`config.mk`:
```
export PLATFORM = sky130hd
export DESIGN_NAME = bf93_div
export DESIGN_NICKNAME = d
export VERILOG_FILES = /design/src/sv/bf93_pkg.sv /design/src/sv/bf93_div.sv
export SDC_FILE = /design/constraint.sdc
export NUM_CORES = 1
export LEC_CHECK = 0
export BUFFER_PORTS_ARGS = -buffer_cell sky130_fd_sc_hd__buf_2
export CAP_MARGIN = 20
export CORE_UTILIZATION = 50
export DETAILED_ROUTE_END_ITERATION = 8
export GPL_ROUTABILITY_DRIVEN = 0
export HOLD_SLACK_MARGIN = 0.06
export PLACE_DENSITY = 0.75
export SYNTH_ARGS = -nofsm -noshare
export SYNTH_HDL_FRONTEND = slang
export SYNTH_SLANG_ARGS = --single-unit
```
`constraint.sdc`:
```
create_clock -name clk -period 3.2 [get_ports clk]
set_input_delay 0.16 -clock clk [delete_from_list [all_inputs] [get_ports clk]]
set_output_delay 0.16 -clock clk [all_outputs]
set_load 0.1 [all_outputs]
```
`src/sv/bf93_pkg.sv`:
```
// Shared constants, types and decode function of the Befunge-93 step engine.
`timescale 1ns / 1ps
package bf93_pkg;

  localparam int FIELD_COLS  = 80;
  localparam int FIELD_ROWS  = 25;
  localparam int STACK_DEPTH = 1024;

  localparam int COL_W  = 7;
  localparam int ROW_W  = 5;
  localparam int WORD_W = 32;
  localparam int BYTE_W = 8;

  localparam int PF_DEPTH = FIELD_COLS * FIELD_ROWS;
  localparam int PF_AW    = $clog2(PF_DEPTH);
  localparam int STK_AW   = $clog2(STACK_DEPTH);
  localparam int CNT_W    = STK_AW + 1;
  localparam int DIV_CW   = $clog2(WORD_W + 1);

  localparam logic [BYTE_W-1:0] CH_SPACE  = 8'h20;
  localparam logic [BYTE_W-1:0] CH_BANG   = 8'h21;
  localparam logic [BYTE_W-1:0] CH_QUOTE  = 8'h22;
  localparam logic [BYTE_W-1:0] CH_HASH   = 8'h23;
  localparam logic [BYTE_W-1:0] CH_DOLLAR = 8'h24;
  localparam logic [BYTE_W-1:0] CH_PCT    = 8'h25;
  localparam logic [BYTE_W-1:0] CH_AMP    = 8'h26;
  localparam logic [BYTE_W-1:0] CH_STAR   = 8'h2A;
  localparam logic [BYTE_W-1:0] CH_PLUS   = 8'h2B;
  localparam logic [BYTE_W-1:0] CH_COMMA  = 8'h2C;
  localparam logic [BYTE_W-1:0] CH_MINUS  = 8'h2D;
  localparam logic [BYTE_W-1:0] CH_DOT    = 8'h2E;
  localparam logic [BYTE_W-1:0] CH_SLASH  = 8'h2F;
  localparam logic [BYTE_W-1:0] CH_ZERO   = 8'h30;
  localparam logic [BYTE_W-1:0] CH_NINE   = 8'h39;
  localparam logic [BYTE_W-1:0] CH_COLON  = 8'h3A;
  localparam logic [BYTE_W-1:0] CH_LT     = 8'h3C;
  localparam logic [BYTE_W-1:0] CH_GT     = 8'h3E;
  localparam logic [BYTE_W-1:0] CH_QUEST  = 8'h3F;
  localparam logic [BYTE_W-1:0] CH_AT     = 8'h40;
  localparam logic [BYTE_W-1:0] CH_BSLASH = 8'h5C;
  localparam logic [BYTE_W-1:0] CH_CARET  = 8'h5E;
  localparam logic [BYTE_W-1:0] CH_UNDER  = 8'h5F;
  localparam logic [BYTE_W-1:0] CH_BTICK  = 8'h60;
  localparam logic [BYTE_W-1:0] CH_LOW_G  = 8'h67;
  localparam logic [BYTE_W-1:0] CH_LOW_P  = 8'h70;
  localparam logic [BYTE_W-1:0] CH_LOW_V  = 8'h76;
  localparam logic [BYTE_W-1:0] CH_PIPE   = 8'h7C;
  localparam logic [BYTE_W-1:0] CH_TILDE  = 8'h7E;

  typedef enum logic [1:0] {
    HEAD_UP    = 2'd0,
    HEAD_DOWN  = 2'd1,
    HEAD_LEFT  = 2'd2,
    HEAD_RIGHT = 2'd3
  } head_t;

  typedef enum logic [1:0] {
    EMIT_NONE = 2'd0,
    EMIT_NUM  = 2'd1,
    EMIT_CHR  = 2'd2
  } emit_t;

  typedef enum logic [4:0] {
    OP_NOP, OP_STRTOG, OP_PUSHC, OP_HEAD, OP_RAND, OP_BRIDGE, OP_HALT,
    OP_DROP, OP_DUP, OP_HIF, OP_VIF, OP_OUTNUM, OP_OUTCHR, OP_NOT, OP_IN,
    OP_ADD, OP_SUB, OP_MUL, OP_DIV, OP_MOD, OP_GT, OP_SWAP, OP_GET, OP_PUT
  } op_t;

  typedef enum logic [4:0] {
    ST_CLEAR, ST_IDLE, ST_DISPATCH, ST_FETCH, ST_DECODE, ST_POP_RD, ST_POP_CAP,
    ST_EXEC, ST_DIV_WAIT, ST_DIV_FIN, ST_GET_RD, ST_GET_CAP, ST_PUSH0, ST_PUSH1,
    ST_ADV1, ST_ADV2, ST_DONE
  } state_t;

  typedef struct packed {
    logic       clr_wr;
    logic       capture;
    logic       load_wr;
    logic       decode;
    logic       pop_rd;
    logic       pop_cap;
    logic [1:0] pop_slot;
    logic       exec;
    logic       div_fin;
    logic       get_rd;
    logic       get_cap;
    logic       push0;
    logic       push1;
    logic       adv;
    logic       out_load;
  } dp_cmd_t;

  typedef struct packed {
    logic       clr_done;
    logic       kind;
    logic       halted;
    op_t        op_now;
    op_t        op;
    logic [1:0] npush;
  } dp_stat_t;

  function automatic op_t bf93_decode(input logic [BYTE_W-1:0] c, input logic smode);
    op_t op;
    op = OP_NOP;
    if (c == CH_QUOTE) op = OP_STRTOG;
    else if (smode) op = OP_PUSHC;
    else if (c >= CH_ZERO && c <= CH_NINE) op = OP_PUSHC;
    else begin
      priority case (c)
        CH_LT, CH_GT, CH_CARET, CH_LOW_V: op = OP_HEAD;
        CH_QUEST:  op = OP_RAND;
        CH_HASH:   op = OP_BRIDGE;
        CH_AT:     op = OP_HALT;
        CH_DOLLAR: op = OP_DROP;
        CH_COLON:  op = OP_DUP;
        CH_UNDER:  op = OP_HIF;
        CH_PIPE:   op = OP_VIF;
        CH_DOT:    op = OP_OUTNUM;
        CH_COMMA:  op = OP_OUTCHR;
        CH_BANG:   op = OP_NOT;
        CH_AMP, CH_TILDE: op = OP_IN;
        CH_PLUS:   op = OP_ADD;
        CH_MINUS:  op = OP_SUB;
        CH_STAR:   op = OP_MUL;
        CH_SLASH:  op = OP_DIV;
        CH_PCT:    op = OP_MOD;
        CH_BTICK:  op = OP_GT;
        CH_BSLASH: op = OP_SWAP;
        CH_LOW_G:  op = OP_GET;
        CH_LOW_P:  op = OP_PUT;
        default:   op = OP_NOP;
      endcase
    end
    return op;
  endfunction

  function automatic logic [1:0] op_pops(input op_t op);
    logic [1:0] n;
    n = 2'd0;
    unique case (op)
      OP_DROP, OP_DUP, OP_HIF, OP_VIF, OP_OUTNUM, OP_OUTCHR, OP_NOT: n = 2'd1;
      OP_ADD, OP_SUB, OP_MUL, OP_DIV, OP_MOD, OP_GT, OP_SWAP, OP_GET: n = 2'd2;
      OP_PUT:  n = 2'd3;
      default: n = 2'd0;
    endcase
    return n;
  endfunction

endpackage

```
`src/sv/bf93_div.sv`:
```
// Iterative unsigned 32-bit divider, one quotient bit per cycle.
`timescale 1ns / 1ps
module bf93_div (
  input  logic                          clk,
  input  logic                          rst_n,
  input  logic                          start,
  input  logic [bf93_pkg::WORD_W-1:0]   dvd,
  input  logic [bf93_pkg::WORD_W-1:0]   dvs,
  output logic                          done,
  output logic [bf93_pkg::WORD_W-1:0]   quo,
  output logic [bf93_pkg::WORD_W-1:0]   rem
);
  import bf93_pkg::*;

  logic [WORD_W-1:0] rem_r, rem_nxt, quo_r, quo_nxt, dvs_r;
  logic [DIV_CW-1:0] cnt_r;
  logic              busy_r, done_r;
  logic [WORD_W:0]   rem_sh, diff;

  always_comb begin
    rem_sh = {rem_r, quo_r[WORD_W-1]};
    diff   = rem_sh - {1'b0, dvs_r};
    if (!diff[WORD_W]) begin
      rem_nxt = diff[WORD_W-1:0];
      quo_nxt = {quo_r[WORD_W-2:0], 1'b1};
    end else begin
      rem_nxt = rem_sh[WORD_W-1:0];
      quo_nxt = {quo_r[WORD_W-2:0], 1'b0};
    end
  end

  always_ff @(posedge clk) begin
    if (!rst_n) begin
      busy_r <= 1'b0;
      done_r <= 1'b0;
      cnt_r  <= '0;
    end else if (start) begin
      busy_r <= 1'b1;
      done_r <= 1'b0;
      cnt_r  <= '0;
    end else if (busy_r) begin
      cnt_r <= cnt_r + DIV_CW'(1);
      if (cnt_r == DIV_CW'(WORD_W - 1)) begin
        busy_r <= 1'b0;
        done_r <= 1'b1;
      end
    end
  end

  always_ff @(posedge clk) begin
    if (start) begin
      rem_r <= '0;
      quo_r <= dvd;
      dvs_r <= dvs;
    end else if (busy_r) begin
      rem_r <= rem_nxt;
      quo_r <= quo_nxt;
    end
  end

  assign done = done_r;
  assign quo  = quo_r;
  assign rem  = rem_r;
endmodule

```
==> reports/metrics.csv, run 1 <==
metric;value;unit
leakage;3.21;nW
synth-seq-cells;104;
die_h;110;µm
yosysMostFrequentCell;edfxtp_1;
crit_fanout;8;
dr.pass1.iters;4;
max_cap_viol_count;0;
cellPowerDensity;604;nW/µm²
clkSlewWorstSetupHoldPaths;70;ps
cts_max_path_buffers;2;
synth_area_leaders;edfxtp_1, dfxtp_1, ha_1, mux2_2, mux2i_1;
synthToLayoutAreaGrowth;25.3;%
io_buffer_count;131;
cts_max_level;3;
total_power;4.40;mW
grt_overflow;0;
final_cells;849;
synth_area;5820;µm²
regArea;2720;µm²
outcome;completed;
worstMarginPinSlew;753;ps
die_w;110;µm
ios;132;
antenna_found_initial;0;
detail-route-antenna-nets;0;
drc_errors;0;
setup_viol;0;
drt_iter0_markers;252;
crit_required;3480;ps
yosysTopAreaCell;edfxtp_1;
clock_latency;360;ps
grt_pass1_vias;4578;
synth_edf_count;64;
synth_seq_area_share;46.8;%
worst-setup-path-type;register to register;
period_share;92.0;%
ir_drop;0.588;mV
relSlewSlack;49.8;%
synth_top_area_share;33.0;%
grt_max_degree;44;
numCtsBuffers;9;
multi_input_comb_area;2850;µm²
wl_per_cell;15.5;µm
grt_setup_unrepaired;no;
viasPerCell;5.47;
n_antenna_cell;0;
vias;4641;
synth_cell_type_count;52;
routed_wl;13200;µm
grt_usage;23.0;%
hold_class;input pin to register;
maxSlewViolCount;0;
yosysWarnings;0;
synth_top_cells_by_count;edfxtp_1, nor2_1, inv_1;
fmax;340;MHz
timing.critical_path.to_type;register;
clock-root-buffer;clkbuf_16;
hpwlAfterDp;9360;µm
synth-async-reset-ratio;0;%
fin_skew;11.1;ps
worst_ep_arrival_time;3230;ps
tritoncts;done;
start_util;51.1;%
rows;39;
grt_pass1_wl;21200;µm
min_period;2940;ps
whs;94.5;ps
nets;802;
clock-sinks;104;
fill_cells;907;
drive_above_1_share;28.6;%
finalHoldViolCount;0;
netlist_instances;539;
synthFlopType;edfxtp_1;
synth_nets;640;
finalSetupTns;0;ps
core_area;11400;µm²
syn_area_per_cell;10.8;µm²
crit_path_start_kind;register;
dieArea;12100;µm²
dp_cells;799;
-- final cells by class --
type	instances	area share [%]
clock buffer	10	3.14
timing repair buffer	171	14.6
clock inverter	6	1.03
tap	143	2.45
sequential	104	37.4
inverter	44	2.27
multi-input combinational	371	39.1
-- final timing paths --
kind                                start      end  slack (ps)  cells after the start
worst max register to register  dvs_r[17]   rem[0]         260                     12
worst min-delay path              dvd[17]  quo[17]          90                      2
worst max-delay path            dvs_r[17]   rem[0]         260                     12
worst min register to register       done     done         470                      2
-- kinds of logic (layout without fill, tap and decap cells) --
| group | Yosys count | after routing | synth area share (%) |
|---|---|---|---|
| AND/OR/NAND/NOR | 112 | 112 | 9.01 |
| XOR/XNOR | 33 | 33 | 5.29 |
| flip-flops | 104 | 104 | 46.8 |
| multiplexers | 63 | 63 | 11.6 |
| AO/OA/AOI/OAI | 129 | 129 | 15.4 |
| buffers and inverters | 64 | 231 | 4.52 |
| adder cells (fa/ha/maj) | 34 | 34 | 7.44 |
-- state kept, by name (all words and copies together), names as in the netlist --
name	flops
dvs_r	32
quo	32
rem	32
cnt_r	6
busy_r	1
done	1
-- worst max-delay path, stage by stage, from the launching register on --
cell and delay, ps:
edfxtp_1 330, inv_1 40, ha_1 350, a211oi_1 320, nor2_1 90, a211oi_1 290
nand4_1 170, and4_4 230, a31oi_4 180, xnor2_4 190, buf_12 170, mux2_4 290
a211oi_1 210
-- metal layers --
metal	vias up	GRT usage, %	share of wire (%)
li1	2296	-	-
met4	0	8.29	1.8
met5	-	0	0
met3	22	7.47	6.3
met2	140	38.8	49
met1	2183	27.2	43
-- timing repair --
action | 4_1_cts | 5_1_grt
hold buffers | 33 | 0
resized for setup | 0 | 0
setup buffers | 0 | 1
endpoints found under the hold margin | 33 | 0
endpoints found under the setup margin | 0 | 23
-- cell usage in the layout (no fill, tap or decap), types with 5 or more instances in the layout --
| cell type | netlist | routed |
|---|---|---|
| inv_1 | 44 | 44 |
| dlygate4sd3_1 | 0 | 33 |
| mux2_2 | 33 | 32 |
| edfxtp_1 | 64 | 64 |
| a211oi_1 | 30 | 30 |
| nand3_1 | 7 | 7 |
| buf_4 | 0 | 6 |
| o21ai_0 | 12 | 12 |
| mux2i_1 | 30 | 30 |
| ha_1 | 33 | 32 |
| xnor2_1 | 20 | 20 |
| clkbuf_16 | 0 | 9 |
| buf_2 | 0 | 130 |
| nand2b_1 | 7 | 6 |
| xor2_1 | 12 | 12 |
| a21o_1 | 10 | 10 |
| nand2_1 | 22 | 22 |
| and3_1 | 5 | 5 |
| nor2_1 | 47 | 47 |
| nand4_1 | 7 | 7 |
| nor2b_1 | 5 | 5 |
| dfxtp_1 | 40 | 39 |
| a21oi_1 | 37 | 36 |
-- power by group --
group	internal (mW)	total [mW]	leakage (nW)	switching (mW)
registers	1.56	1.65	0.964	0.0884
clock network	0.618	1.13	0.145	0.515
logic	0.500	1.62	2.10	1.12
total	2.68	4.40	3.21	1.72
-- metrics by stage --
stage	util (%)	setup WS, ps	area (µm²)
floorplan	-	-205	5840
global placement	58.3	220	6630
detailed placement	58.3	102	6630
CTS	63.9	78.3	7270
global route	64.1	65.0	7290
finish	64.1	256	7290
No activity file was read; power rests on OpenSTA's default activity.
==> inputs of run 2 (changes only) <==
--- a/config.mk
+++ b/config.mk
@@ -12,6 +12,8 @@
 export GPL_ROUTABILITY_DRIVEN = 0
 export HOLD_SLACK_MARGIN = 0.06
 export PLACE_DENSITY = 0.75
+export RECOVER_POWER = 25
 export SYNTH_ARGS = -nofsm -noshare
 export SYNTH_HDL_FRONTEND = slang
 export SYNTH_SLANG_ARGS = --single-unit
+export TNS_END_PERCENT = 5
==> run 2 against run 1 <==
Net effect: power down 2.2%; fmax is 1.0% lower; die area stayed put; routed wire length fell by 4.1%; worst setup slack got worse by 31 ps; utilization is 0.48 points lower; largest power group unchanged; highest routed layer unchanged.
==> reports/metrics.csv, run 2 (synthesis gave the netlist of run 1 again) <==
metric;value;unit;change
final_cells;848;;-0.12%
ir_drop;0.469;mV;-20%
grt_setup_unrepaired;no;;
crit_required;3470;ps;about the same
worstMarginPinSlew;1450;ps;+694 ps
cpMostUsedCell;a211oi_1;;
antenna_found_initial;0;;unchanged
rows;39;;unchanged
crit_chain;ha_1 -> a211oi_1 -> nor2_1 -> a211oi_1 -> nand4_1 -> and4_4 -> a31oi_4 -> xnor2_4 -> buf_4 -> mux2_4 -> a211oi_1;;
die_w;110;µm;unchanged
final_cell_mix;buf_2, edfxtp_1, nor2_1;;
routed_wl;12600;µm;-4.1%
total_power;4.30;mW;-2.2%
grt_max_degree;59;;+34%
leakage;3.17;nW;-0.99%
clock_latency;350;ps;about the same
drc_errors;0;;unchanged
start_util;51.1;%;unchanged
nets;801;;-0.12%
clkSlewWorstSetupHoldPaths;70;ps;about the same
grt_pass1_wl;20300;µm;-4.2%
clock-root-buffer;clkbuf_16;;
worst-setup-path-type;register to register;;
setup_ws;225;ps;-30.9 ps
maxSlewViolCount;0;;unchanged
ios;132;;unchanged
grt_pass1_vias;4370;;-4.5%
cellPowerDensity;595;nW/µm²;-1.5%
wl_per_cell;14.9;µm;-4.0%
n_antenna_cell;0;;unchanged
hpwlAfterDp;9090;µm;-2.9%
core_area;11400;µm²;unchanged
hold_class;input pin to register;;
crit_path_start_kind;register;;
cts_max_level;3;;unchanged
fmax;336;MHz;-1.0%
viasPerCell;5.39;;-1.4%
min_period;2980;ps;+30.9 ps
clock-sinks;104;;unchanged
cts_max_path_buffers;2;;unchanged
crit_fanout;6;;-2
finalSetupTns;0;ps;unchanged
final_common_cell;buf_2;;
worst_ep_arrival_time;3250;ps;+20 ps
dp_cells;798;;-0.13%
setup_viol;0;;unchanged
synthToLayoutAreaGrowth;24.4;%;
numCtsBuffers;9;;unchanged
period_share;93.0;%;+0.97 points
drive_above_1_share;28.1;%;-0.53 points
cp_slowest_stage_delay;390;ps;+40 ps
whs;104;ps;+9.78 ps
vias;4571;;-1.5%
path_delay_family;compound AO/OA/AOI/OAI gates;;
pre_cts_ws;164;ps;+61.3 ps
grt_overflow;0;;unchanged
dr.pass1.iters;6;;+2
drt_iter0_markers;332;;+32%
placed_area;6630;µm²;-0.11%
cp_slowest_cell;ha_1;;
relSlewSlack;3.55;%;-46 points
post-route-cell-area;7230;µm²;-0.76%
outcome;completed;;
path_buf_inv;1;;-1
io_buffer_count;131;;unchanged
finalHoldViolCount;0;;unchanged
tritoncts;done;;
post-route-util;63.6;%;-0.48 points
dieArea;12100;µm²;unchanged
fin_skew;9.79;ps;-1.28 ps
die_h;110;µm;unchanged
timing.critical_path.to_type;register;;
max_cap_viol_count;0;;unchanged
detail-route-antenna-nets;0;;unchanged
grt_usage;21.7;%;-1.2 points
==> run 2: report_power, final <==
part / switching (mW) / total, mW / internal [mW] / leakage [nW]
registers: 0.0813 / 1.64 / 1.56 / 0.964
clock network: 0.522 / 1.06 / 0.535 / 0.132
logic: 1.12 / 1.61 / 0.490 / 2.08
==> run 2: final timing paths <==
| kind | from | endpoint | depth (start not counted) | slack [ps] |
|---|---|---|---|---|
| worst min register to register | cnt_r[5] | cnt_r[5] | 2 | 500 |
| worst min-delay path | dvd[24] | quo[24] | 2 | 100 |
| worst max-delay path | rem[16] | rem[0] | 11 | 220 |
| worst max register to register | rem[16] | rem[0] | 11 | 220 |
==> run 2: repair_timing <==
item / in CTS / in global routing
endpoints found under the hold margin: 33 / 0
setup buffers: 0 / 1
gates resized for setup: 0 / 0
setup endpoints to repair: 0 / 22
hold buffers: 33 / 0
==> run 2: area by class of cell <==
cell class,instances,area [µm²]
Clock buffer,9,225
Fill cell,912,4140
Multi-Input combinational cell,371,2850
Clock inverter,7,52.6
Inverter,44,165
Timing Repair Buffer,170,1040
Sequential cell,104,2720
Tap cell,143,179
==> run 2: routing by layer <==
metal	global-route usage [%]	routed length, µm	up-vias
met1	26.9	5750	2134
met5	0	0	-
met4	5.81	133	0
met2	36.2	5880	133
li1	-	-	2291
met3	7.23	878	13
