===== config.mk =====
export PLATFORM = sky130hd
export DESIGN_NAME = bf93_ctrl
export DESIGN_NICKNAME = d
export VERILOG_FILES = /design/src/sv/bf93_pkg.sv /design/src/sv/bf93_ctrl.sv
export SDC_FILE = /design/constraint.sdc
export NUM_CORES = 1
export LEC_CHECK = 0
export BUFFER_PORTS_ARGS = -buffer_cell sky130_fd_sc_hd__buf_2
export CAP_MARGIN = 10
export CORE_UTILIZATION = 47
export CTS_BUF_LIST = sky130_fd_sc_hd__clkbuf_4 sky130_fd_sc_hd__clkbuf_8 sky130_fd_sc_hd__clkbuf_16
export CTS_CLUSTER_SIZE = 28
export DETAILED_ROUTE_END_ITERATION = 8
export MAX_ROUTING_LAYER = met4
export PLACE_DENSITY = 0.79
export RECOVER_POWER = 50
export SETUP_SLACK_MARGIN = 0.15
export SKIP_LAST_GASP = 1
export SLEW_MARGIN = 20
export SYNTH_ARGS = -nofsm -noshare
export SYNTH_HDL_FRONTEND = slang
export SYNTH_SLANG_ARGS = --single-unit

===== constraint.sdc =====
create_clock -name clk -period 2.3 [get_ports clk]
set_input_delay 0.69 -clock clk [delete_from_list [all_inputs] [get_ports clk]]
set_output_delay 0.69 -clock clk [all_outputs]
set_load 0.01 [all_outputs]

===== src/sv/bf93_pkg.sv =====
// Shared constants, types and decode function of the Befunge-93 step engine.
`timescale 1ns / 1ps
package bf93_pkg;

  localparam int FIELD_COLS  = 80;
  localparam int FIELD_ROWS  = 25;
  localparam int STACK_DEPTH = 1024;

  localparam int COL_W  = 7;
  localparam int ROW_W  = 5;
  localparam int WORD_W = 32;
  localparam int BYTE_W = 8;

  localparam int PF_DEPTH = FIELD_COLS * FIELD_ROWS;
  localparam int PF_AW    = $clog2(PF_DEPTH);
  localparam int STK_AW   = $clog2(STACK_DEPTH);
  localparam int CNT_W    = STK_AW + 1;
  localparam int DIV_CW   = $clog2(WORD_W + 1);

  localparam logic [BYTE_W-1:0] CH_SPACE  = 8'h20;
  localparam logic [BYTE_W-1:0] CH_BANG   = 8'h21;
  localparam logic [BYTE_W-1:0] CH_QUOTE  = 8'h22;
  localparam logic [BYTE_W-1:0] CH_HASH   = 8'h23;
  localparam logic [BYTE_W-1:0] CH_DOLLAR = 8'h24;
  localparam logic [BYTE_W-1:0] CH_PCT    = 8'h25;
  localparam logic [BYTE_W-1:0] CH_AMP    = 8'h26;
  localparam logic [BYTE_W-1:0] CH_STAR   = 8'h2A;
  localparam logic [BYTE_W-1:0] CH_PLUS   = 8'h2B;
  localparam logic [BYTE_W-1:0] CH_COMMA  = 8'h2C;
  localparam logic [BYTE_W-1:0] CH_MINUS  = 8'h2D;
  localparam logic [BYTE_W-1:0] CH_DOT    = 8'h2E;
  localparam logic [BYTE_W-1:0] CH_SLASH  = 8'h2F;
  localparam logic [BYTE_W-1:0] CH_ZERO   = 8'h30;
  localparam logic [BYTE_W-1:0] CH_NINE   = 8'h39;
  localparam logic [BYTE_W-1:0] CH_COLON  = 8'h3A;
  localparam logic [BYTE_W-1:0] CH_LT     = 8'h3C;
  localparam logic [BYTE_W-1:0] CH_GT     = 8'h3E;
  localparam logic [BYTE_W-1:0] CH_QUEST  = 8'h3F;
  localparam logic [BYTE_W-1:0] CH_AT     = 8'h40;
  localparam logic [BYTE_W-1:0] CH_BSLASH = 8'h5C;
  localparam logic [BYTE_W-1:0] CH_CARET  = 8'h5E;
  localparam logic [BYTE_W-1:0] CH_UNDER  = 8'h5F;
  localparam logic [BYTE_W-1:0] CH_BTICK  = 8'h60;
  localparam logic [BYTE_W-1:0] CH_LOW_G  = 8'h67;
  localparam logic [BYTE_W-1:0] CH_LOW_P  = 8'h70;
  localparam logic [BYTE_W-1:0] CH_LOW_V  = 8'h76;
  localparam logic [BYTE_W-1:0] CH_PIPE   = 8'h7C;
  localparam logic [BYTE_W-1:0] CH_TILDE  = 8'h7E;

  typedef enum logic [1:0] {
    HEAD_UP    = 2'd0,
    HEAD_DOWN  = 2'd1,
    HEAD_LEFT  = 2'd2,
    HEAD_RIGHT = 2'd3
  } head_t;

  typedef enum logic [1:0] {
    EMIT_NONE = 2'd0,
    EMIT_NUM  = 2'd1,
    EMIT_CHR  = 2'd2
  } emit_t;

  typedef enum logic [4:0] {
    OP_NOP, OP_STRTOG, OP_PUSHC, OP_HEAD, OP_RAND, OP_BRIDGE, OP_HALT,
    OP_DROP, OP_DUP, OP_HIF, OP_VIF, OP_OUTNUM, OP_OUTCHR, OP_NOT, OP_IN,
    OP_ADD, OP_SUB, OP_MUL, OP_DIV, OP_MOD, OP_GT, OP_SWAP, OP_GET, OP_PUT
  } op_t;

  typedef enum logic [4:0] {
    ST_CLEAR, ST_IDLE, ST_DISPATCH, ST_FETCH, ST_DECODE, ST_POP_RD, ST_POP_CAP,
    ST_EXEC, ST_DIV_WAIT, ST_DIV_FIN, ST_GET_RD, ST_GET_CAP, ST_PUSH0, ST_PUSH1,
    ST_ADV1, ST_ADV2, ST_DONE
  } state_t;

  typedef struct packed {
    logic       clr_wr;
    logic       capture;
    logic       load_wr;
    logic       decode;
    logic       pop_rd;
    logic       pop_cap;
    logic [1:0] pop_slot;
    logic       exec;
    logic       div_fin;
    logic       get_rd;
    logic       get_cap;
    logic       push0;
    logic       push1;
    logic       adv;
    logic       out_load;
  } dp_cmd_t;

  typedef struct packed {
    logic       clr_done;
    logic       kind;
    logic       halted;
    op_t        op_now;
    op_t        op;
    logic [1:0] npush;
  } dp_stat_t;

  function automatic op_t bf93_decode(input logic [BYTE_W-1:0] c, input logic smode);
    op_t op;
    op = OP_NOP;
    if (c == CH_QUOTE) op = OP_STRTOG;
    else if (smode) op = OP_PUSHC;
    else if (c >= CH_ZERO && c <= CH_NINE) op = OP_PUSHC;
    else begin
      priority case (c)
        CH_LT, CH_GT, CH_CARET, CH_LOW_V: op = OP_HEAD;
        CH_QUEST:  op = OP_RAND;
        CH_HASH:   op = OP_BRIDGE;
        CH_AT:     op = OP_HALT;
        CH_DOLLAR: op = OP_DROP;
        CH_COLON:  op = OP_DUP;
        CH_UNDER:  op = OP_HIF;
        CH_PIPE:   op = OP_VIF;
        CH_DOT:    op = OP_OUTNUM;
        CH_COMMA:  op = OP_OUTCHR;
        CH_BANG:   op = OP_NOT;
        CH_AMP, CH_TILDE: op = OP_IN;
        CH_PLUS:   op = OP_ADD;
        CH_MINUS:  op = OP_SUB;
        CH_STAR:   op = OP_MUL;
        CH_SLASH:  op = OP_DIV;
        CH_PCT:    op = OP_MOD;
        CH_BTICK:  op = OP_GT;
        CH_BSLASH: op = OP_SWAP;
        CH_LOW_G:  op = OP_GET;
        CH_LOW_P:  op = OP_PUT;
        default:   op = OP_NOP;
      endcase
    end
    return op;
  endfunction

  function automatic logic [1:0] op_pops(input op_t op);
    logic [1:0] n;
    n = 2'd0;
    unique case (op)
      OP_DROP, OP_DUP, OP_HIF, OP_VIF, OP_OUTNUM, OP_OUTCHR, OP_NOT: n = 2'd1;
      OP_ADD, OP_SUB, OP_MUL, OP_DIV, OP_MOD, OP_GT, OP_SWAP, OP_GET: n = 2'd2;
      OP_PUT:  n = 2'd3;
      default: n = 2'd0;
    endcase
    return n;
  endfunction

endpackage


===== src/sv/bf93_ctrl.sv =====
// Controller state machine that sequences one item through the datapath.
`timescale 1ns / 1ps
module bf93_ctrl (
  input  logic               clk,
  input  logic               rst_n,
  input  logic               in_valid,
  output logic               in_ready,
  output logic               out_valid,
  input  logic               out_ready,
  input  bf93_pkg::dp_stat_t stat,
  input  logic               div_done,
  output logic               div_start,
  output bf93_pkg::dp_cmd_t  cmd
);
  import bf93_pkg::*;

  state_t     state_r, state_nxt;
  logic [1:0] pcnt_r, pcnt_nxt;
  logic       out_valid_r;
  logic       out_free;
  state_t     after_push;

  assign out_free   = !out_valid_r || out_ready;
  assign after_push = (stat.op == OP_HALT) ? ST_DONE : ST_ADV1;

  always_comb begin
    state_nxt = state_r;
    pcnt_nxt  = pcnt_r;
    unique case (state_r)
      ST_CLEAR:    if (stat.clr_done) state_nxt = ST_IDLE;
      ST_IDLE:     if (in_valid) state_nxt = ST_DISPATCH;
      ST_DISPATCH: begin
        if (!stat.kind || stat.halted) state_nxt = ST_DONE;
        else state_nxt = ST_FETCH;
      end
      ST_FETCH:    state_nxt = ST_DECODE;
      ST_DECODE: begin
        pcnt_nxt  = 2'd0;
        state_nxt = (op_pops(stat.op_now) != 2'd0) ? ST_POP_RD : ST_EXEC;
      end
      ST_POP_RD:   state_nxt = ST_POP_CAP;
      ST_POP_CAP: begin
        if (pcnt_r == op_pops(stat.op) - 2'd1) begin
          state_nxt = (stat.op == OP_GET) ? ST_GET_RD : ST_EXEC;
        end else begin
          pcnt_nxt  = pcnt_r + 2'd1;
          state_nxt = ST_POP_RD;
        end
      end
      ST_EXEC: begin
        if (stat.op == OP_DIV || stat.op == OP_MOD) state_nxt = ST_DIV_WAIT;
        else state_nxt = ST_PUSH0;
      end
      ST_DIV_WAIT: if (div_done) state_nxt = ST_DIV_FIN;
      ST_DIV_FIN:  state_nxt = ST_PUSH0;
      ST_GET_RD:   state_nxt = ST_GET_CAP;
      ST_GET_CAP:  state_nxt = ST_PUSH0;
      ST_PUSH0:    state_nxt = (stat.npush == 2'd2) ? ST_PUSH1 : after_push;
      ST_PUSH1:    state_nxt = after_push;
      ST_ADV1:     state_nxt = (stat.op == OP_BRIDGE) ? ST_ADV2 : ST_DONE;
      ST_ADV2:     state_nxt = ST_DONE;
      ST_DONE:     if (out_free) state_nxt = ST_IDLE;
      default:     state_nxt = ST_IDLE;
    endcase
  end

  always_comb begin
    cmd       = '0;
    div_start = 1'b0;
    in_ready  = (state_r == ST_IDLE);
    cmd.pop_slot = pcnt_r;
    unique case (state_r)
      ST_CLEAR:    cmd.clr_wr  = 1'b1;
      ST_IDLE:     cmd.capture = in_valid;
      ST_DISPATCH: cmd.load_wr = !stat.kind;
      ST_DECODE:   cmd.decode  = 1'b1;
      ST_POP_RD:   cmd.pop_rd  = 1'b1;
      ST_POP_CAP:  cmd.pop_cap = 1'b1;
      ST_EXEC: begin
        cmd.exec  = 1'b1;
        div_start = (stat.op == OP_DIV || stat.op == OP_MOD);
      end
      ST_DIV_FIN:  cmd.div_fin = 1'b1;
      ST_GET_RD:   cmd.get_rd  = 1'b1;
      ST_GET_CAP:  cmd.get_cap = 1'b1;
      ST_PUSH0:    cmd.push0   = 1'b1;
      ST_PUSH1:    cmd.push1   = 1'b1;
      ST_ADV1, ST_ADV2: cmd.adv = 1'b1;
      ST_DONE:     cmd.out_load = out_free;
      default:     cmd.pop_slot = pcnt_r;
    endcase
  end

  always_ff @(posedge clk) begin
    if (!rst_n) begin
      state_r     <= ST_CLEAR;
      pcnt_r      <= '0;
      out_valid_r <= 1'b0;
    end else begin
      state_r <= state_nxt;
      pcnt_r  <= pcnt_nxt;
      if (cmd.out_load) out_valid_r <= 1'b1;
      else if (out_ready) out_valid_r <= 1'b0;
    end
  end

  assign out_valid = out_valid_r;
endmodule


==> results of run 1 <==
-- layout make-up --
cell class                 count  area share
timing repair buffer          48      0.2305
clock buffer                   3     0.01852
multi-input combinational    109      0.5669
inverter                       5     0.01543
tap                           25     0.02572
sequential                     8      0.1430
-- worst max-delay path, cell delays in order (launching register included) --
cell     delay (ns)
dfxtp_2        0.34
or3_1          0.46
or2_4          0.28
inv_2          0.08
buf_6          0.10
-- metal layers --
metal / wire (um) / part of all wire
met5: 0 / 0
met4: 62 / 0.022
met2: 1478 / 0.51
met1: 1131 / 0.39
met3: 198 / 0.069
-- power breakdown --
group / leakage (uW) / total (uW) / switching [uW] / internal [uW]
Clock: 0.0000138 / 112 / 52.2 / 60.0
Sequential: 0.0000679 / 141 / 2.95 / 138
Combinational: 0.000453 / 109 / 57.4 / 51.2
-- cells in the mapped netlist, types with 4 or more instances --
master    count  area, sq um
nor2_1       16        60.06
nand2_1      11        41.29
dfxtp_1       8        160.2
nor3_1        8        40.04
a21oi_1       6        30.03
nand2b_1      6        37.54
nor2b_1       6        37.54
o21ai_0       5        25.02
a31oi_1       4        25.02
inv_1         4        15.01
nand3_1       4        20.02
-- flip-flops by register name, summed over array words and instances, names as in the netlist --
signal and cells:
pcnt_r 2, out_valid 1, state_r 5
-- worst max-delay path by stage --
stage | to | slack (ns) | cells after the start
2_1_floorplan | cmd[14] | 0.16 | 6
3_3_place_gp | div_start | 0.1 | 4
3_5_place_dp | div_start | 0.06 | 4
4_1_cts | div_start | 0.14 | 5
5_1_grt | cmd[3] | 0.06 | 4
6_report | cmd[3] | 0.09 | 4
-- metrics by stage --
step	std cells	area, sq um	power (uW)	hold slack (ns)	setup WS (ns)
2_1_floorplan	130	888.4	206.9	0.5473	0.1607
3_3_place_gp	191	1116	245.1	0.5468	0.09856
3_5_place_dp	191	1116	248.6	0.5552	0.05624
4_1_cts	195	1166	359.5	0.5649	0.1444
5_1_grt	198	1216	384.6	0.6138	0.05562
6_report	198	1216	361.8	0.5689	0.09201
-- timing repair --
action	4_1_cts	5_1_grt
resized for setup	8	11
pin swaps	2	3
buffers inserted	1	3
setup endpoints to repair	10	9
-- cells by family (layout without fill, tap and decap cells) --
| group | count (synthesis) | count (layout) | synth area share |
|---|---|---|---|
| AOI/OAI and AO/OA | 33 | 33 | 0.2592 |
| xor gates and xnor gates | 1 | 1 | 0.009861 |
| buffers and inverters | 13 | 56 | 0.06477 |
| DFF | 8 | 8 | 0.1803 |
| muxes | 2 | 2 | 0.02394 |
| and+or+nand+nor | 73 | 73 | 0.4620 |
==> impl_metrics.csv, run 1 <==
group,metric,value,unit
floorplan,die_h,45.48,um
clock_tree,path_clk_slew,0.06,ns
clock_tree,cts_tree,"yes",
grt,grt_antenna_before_repair,0,
sta,finalCritPeriodShare,0.9600,
sta,finalHoldViolations,0,
sta,slew_violations,0,
finish,fillCellCount,162,
place,portBuffers,38,
finish,drive_gt1_frac,0.3642,
sta,finalSetupViolCount,0,
logic_synthesis,synthArstFlopShare,0,
clock_tree,cts_max_level,1,
job,cap_violations,0,
worst_setup_path,rrSetupSlack,0.57,ns
clock_tree,clock_latency,0.27,ns
worst_setup_path,cp_data_required_time,1.61,ns
grt,met3_usage,0.07143,
grt,grtUsageMet2,0.4800,
sta,fmax,452.9,MHz
sta,slew-limit-headroom,0.6959,
route,viasPerCell,5.944,
grt,grt_pass1_vias,991,
route,drtAntennaViolNets,0,
grt,overflow,0,
sta,tightest_slew,0.4519,ns
grt,grt_max_degree,19,
pwr,p_leak,0.0005345,uW
finish,mostFrequentLayoutCell,"buf_2",
sta,layout_min_cycle_time,2.208,ns
finish,seq_area,173.9,sq um
logic_synthesis,ys_types,50,
clock_tree,cts_max_path_buffers,2,
logic_synthesis,syn-num-nets,150,
sta,clock-skew-final,0.006467,ns
logic_synthesis,ys_ff_latch,8,
worst_setup_path,worstSetupPathType,"reg2out",
route,drc_errors,0,
finish,insertedDiodeCount,0,
logic_synthesis,ys_seq_area_frac,0.1803,
hold_path,hold_end,"pcnt_r[0]$_SDFFE_PN0P_",
floorplan,row_count,15,
grt,grt_util_met1,0.3397,
logic_synthesis,ys_warn_count,0,
worst_setup_path,path_max_fanout,5,
worst_setup_path,start_kind,"flip-flop",
worst_setup_path,r2r-end,"state_r[0]$_SDFFE_PN0P_",
hold_path,holdCritStartpoint,"pcnt_r[0]$_SDFFE_PN0P_",
worst_setup_path,cp-startpoint,"state_r[0]$_SDFFE_PN0P_",
logic_synthesis,synthFlopType,"dfxtp_1",
floorplan,start_util,0.5090,
route,wl,2.871,mm
grt,grtUsageTotal,0.2861,
logic_synthesis,synth_cells,130,
worst_setup_path,r2r-start,"state_r[2]$_SDFFE_PN0P_",
finish,multi_input_area,689.4,sq um
logic_synthesis,synth_area,888.4,sq um
worst_setup_path,critPathArrivalTime,1.52,ns
place,dp_hpwl,2.039,mm
finish,layout_common_cells,"31 x buf_2, 15 x nor2_1, 11 x nand2_1",
route,first_pass_iters,4,
route,routedWlPerCell,14.50,um
grt,grt_first_pass_wirelength,4.195,mm
finish,areaGrowthSynthToFinish,36.90,%
route,drt-initial-drc-count,49,
route,vias,1177,
logic_synthesis,synth-edff-count,0,
grt,grt_busiest_layer,"met2",
floorplan,die_w,45.48,um
clock_tree,numCtsBuffers,3,
clock_tree,postCtsHoldBufs,0,
clock_tree,clock-root-buffer,"clkbuf_4",
clock_tree,clock_sinks,8,
logic_synthesis,syn_area_per_cell,6.833,sq um
worst_setup_path,crit_path_end_kind,"output pin",
pwr,irDropWorstVdd,0.2400,mV
run_status,status,"complete, no violations",
floorplan,ios,39,
worst_setup_path,reg2reg_depth,7,
sta,fin_setup_tns,0,ns
floorplan,die-area,2068,sq um
hold_path,worstHoldPathCells,2,
place,place_congestion,0.8940,
hold_path,hold_path_class,"reg2reg",
floorplan,coreArea,1745,sq um
finish,finish.utilization,0.6968,
sta,rsz0062_at_grt,"true",
pwr,power-per-cell-area,297.5,nW/um^2
finish,final_nets,195,
(Power assumes the default switching activity.)
==> inputs of run 2 (changes only) <==
- RECOVER_POWER: 50 -> 25
==> impl_metrics.csv, run 2 (synthesized netlist as in run 1, its figures left out) <==
group,metric,value,unit
clock_tree,path_clk_slew,0.06,ns
clock_tree,numCtsBuffers,3,
grt,grt_util_met1,0.3397,
clock_tree,cts_max_path_buffers,2,
hold_path,hold_end,"pcnt_r[0]$_SDFFE_PN0P_",
clock_tree,clock_latency,0.26,ns
worst_setup_path,crit_slowest_cell,"or3_1",
worst_setup_path,rrSetupSlack,0.57,ns
finish,layout_common_cells,"33 x buf_2, 15 x nor2_1, 11 x nand2_1",
worst_setup_path,start_kind,"flip-flop",
finish,areaGrowthSynthToFinish,38.17,%
place,place_congestion,0.8940,
sta,rsz0062_at_grt,"true",
worst_setup_path,crit_path_end_kind,"output pin",
floorplan,coreArea,1745,sq um
hold_path,worstHoldPathCells,2,
route,drt-initial-drc-count,48,
finish,insertedDiodeCount,0,
sta,fin_setup_tns,0,ns
sta,setup_slack,0.08967,ns
finish,mostFrequentLayoutCell,"buf_2",
finish,design_area,1227,sq um
job,cap_violations,0,
finish,final_nets,195,
floorplan,die_h,45.48,um
sta,fmax,452.4,MHz
finish,drive_gt1_frac,0.3873,
clock_tree,clock_sinks,8,
worst_setup_path,r2r-end,"state_r[0]$_SDFFE_PN0P_",
sta,slew-limit-headroom,0.6964,
grt,overflow,0,
hold_path,hold_path_class,"reg2reg",
worst_setup_path,critPathTopFamily,"simple AND/OR/NAND/NOR gates",
place,dp_hpwl,2.039,mm
pwr,p_leak,0.0005439,uW
grt,grt_max_degree,19,
route,viasPerCell,6.000,
grt,grt_first_pass_wirelength,4.195,mm
sta,finalCritPeriodShare,0.9610,
pwr,irDropWorstVdd,0.2429,mV
finish,final_cells,198,
worst_setup_path,r2r-start,"state_r[2]$_SDFFE_PN0P_",
place,placed_area,1116,sq um
route,first_pass_iters,4,
sta,clock-skew-final,0.005554,ns
run_status,status,"complete, no violations",
grt,grt_busiest_layer,"met2",
worst_setup_path,critPathBufInv,2,
worst_setup_path,worstSetupPathType,"reg2out",
route,routedWlPerCell,14.60,um
clock_tree,postCtsHoldBufs,0,
clock_tree,clock-root-buffer,"clkbuf_4",
place,dp_cells,191,
worst_setup_path,reg2reg_depth,7,
grt,grt_pass1_vias,991,
route,vias,1188,
sta,finalHoldViolations,0,
grt,grt_antenna_before_repair,0,
sta,layout_min_cycle_time,2.210,ns
clock_tree,cts_max_level,1,
pwr,power,364.0,uW
hold_path,holdCritStartpoint,"pcnt_r[0]$_SDFFE_PN0P_",
route,drc_errors,0,
route,wl,2.891,mm
pwr,power-per-cell-area,296.6,nW/um^2
grt,grtUsageMet2,0.4800,
place,preCtsSetupSlack,0.05624,ns
finish,fillCellCount,158,
clock_tree,cts_tree,"yes",
floorplan,die-area,2068,sq um
finish,top_register,"state_r",
floorplan,ios,39,
floorplan,row_count,15,
worst_setup_path,crit_chain,"or3_1 -> or2_4 -> inv_2 -> buf_6",
grt,met3_usage,0.07143,
sta,slew_violations,0,
floorplan,die_w,45.48,um
route,drtAntennaViolNets,0,
sta,tightest_slew,0.4512,ns
place,portBuffers,38,
worst_setup_path,critPathArrivalTime,1.52,ns
sta,finalSetupViolCount,0,
finish,largest_reg_flops,5,
worst_setup_path,cp_data_required_time,1.61,ns
grt,grtUsageTotal,0.2861,
worst_setup_path,path_max_fanout,5,
floorplan,start_util,0.5090,
worst_setup_path,cp_slowest_stage_delay,0.46,ns
==> run 2: changes by cell type in the layout (fill, tap and decap cells not counted), sizes merged <==
cell / previous run / this run
clkbuf: 9 / 6
buf: 42 / 45
==> run 2: layout make-up <==
cell class | instances | area (sq um) | area share
Multi-Input combinational cell | 109 | 694.4 | 0.5657
Timing Repair Buffer | 48 | 286.5 | 0.2334
Sequential cell | 8 | 173.9 | 0.1417
Tap cell | 25 | 31.28 | 0.02548
Clock buffer | 3 | 22.52 | 0.01835
Inverter | 5 | 18.77 | 0.01529
==> run 2: power by group <==
part           total (uW)  leakage [uW]  internal [uW]  switching [uW]
Combinational         110      0.000462           52.8            57.5
Clock                 113     0.0000138           60.0            52.6
Sequential            141     0.0000679            138            3.01
==> run 2: metal layers <==
metal,share of wire,wire length [um]
met1,0.40,1142
met5,0,0
met2,0.51,1468
met4,0.024,68
met3,0.073,211
==> run 2: through the flow <==
step	utilization	hold slack (ns)
6_report	0.7032	0.5711
5_1_grt	0.7032	0.6138
4_1_cts	0.6681	0.5649
3_5_place_dp	0.6394	0.5552
3_3_place_gp	0.6394	0.5468
2_1_floorplan	-	0.5473
==> run 2: worst min-delay path: cells and delay by family, from the launching register on <==
kind               cells  cell delay (ns)
AOI/OAI and AO/OA      1             0.06
DFF                    1             0.37
and+or+nand+nor        1             0.08
==> run 2: how the worst max path moves through the flow <==
stage                                 start   endpoint  slack [ns]  cells after the start
floorplan           state_r[4]$_SDFFE_PN0P_    cmd[14]        0.16                      6
global placement                    stat[4]  div_start         0.1                      4
detailed placement                  stat[4]  div_start        0.06                      4
CTS                 state_r[3]$_SDFFE_PN0P_  div_start        0.14                      5
global route        state_r[0]$_SDFFE_PN0P_     cmd[3]        0.06                      4
finish              state_r[0]$_SDFFE_PN0P_     cmd[3]        0.09                      4
==> run 2: what timing repair did <==
item,CTS,global route
endpoints found under the hold margin,0,0
endpoints found under the setup margin,10,9
buffers inserted,1,3
pin swaps,2,3
gates resized for setup,8,11
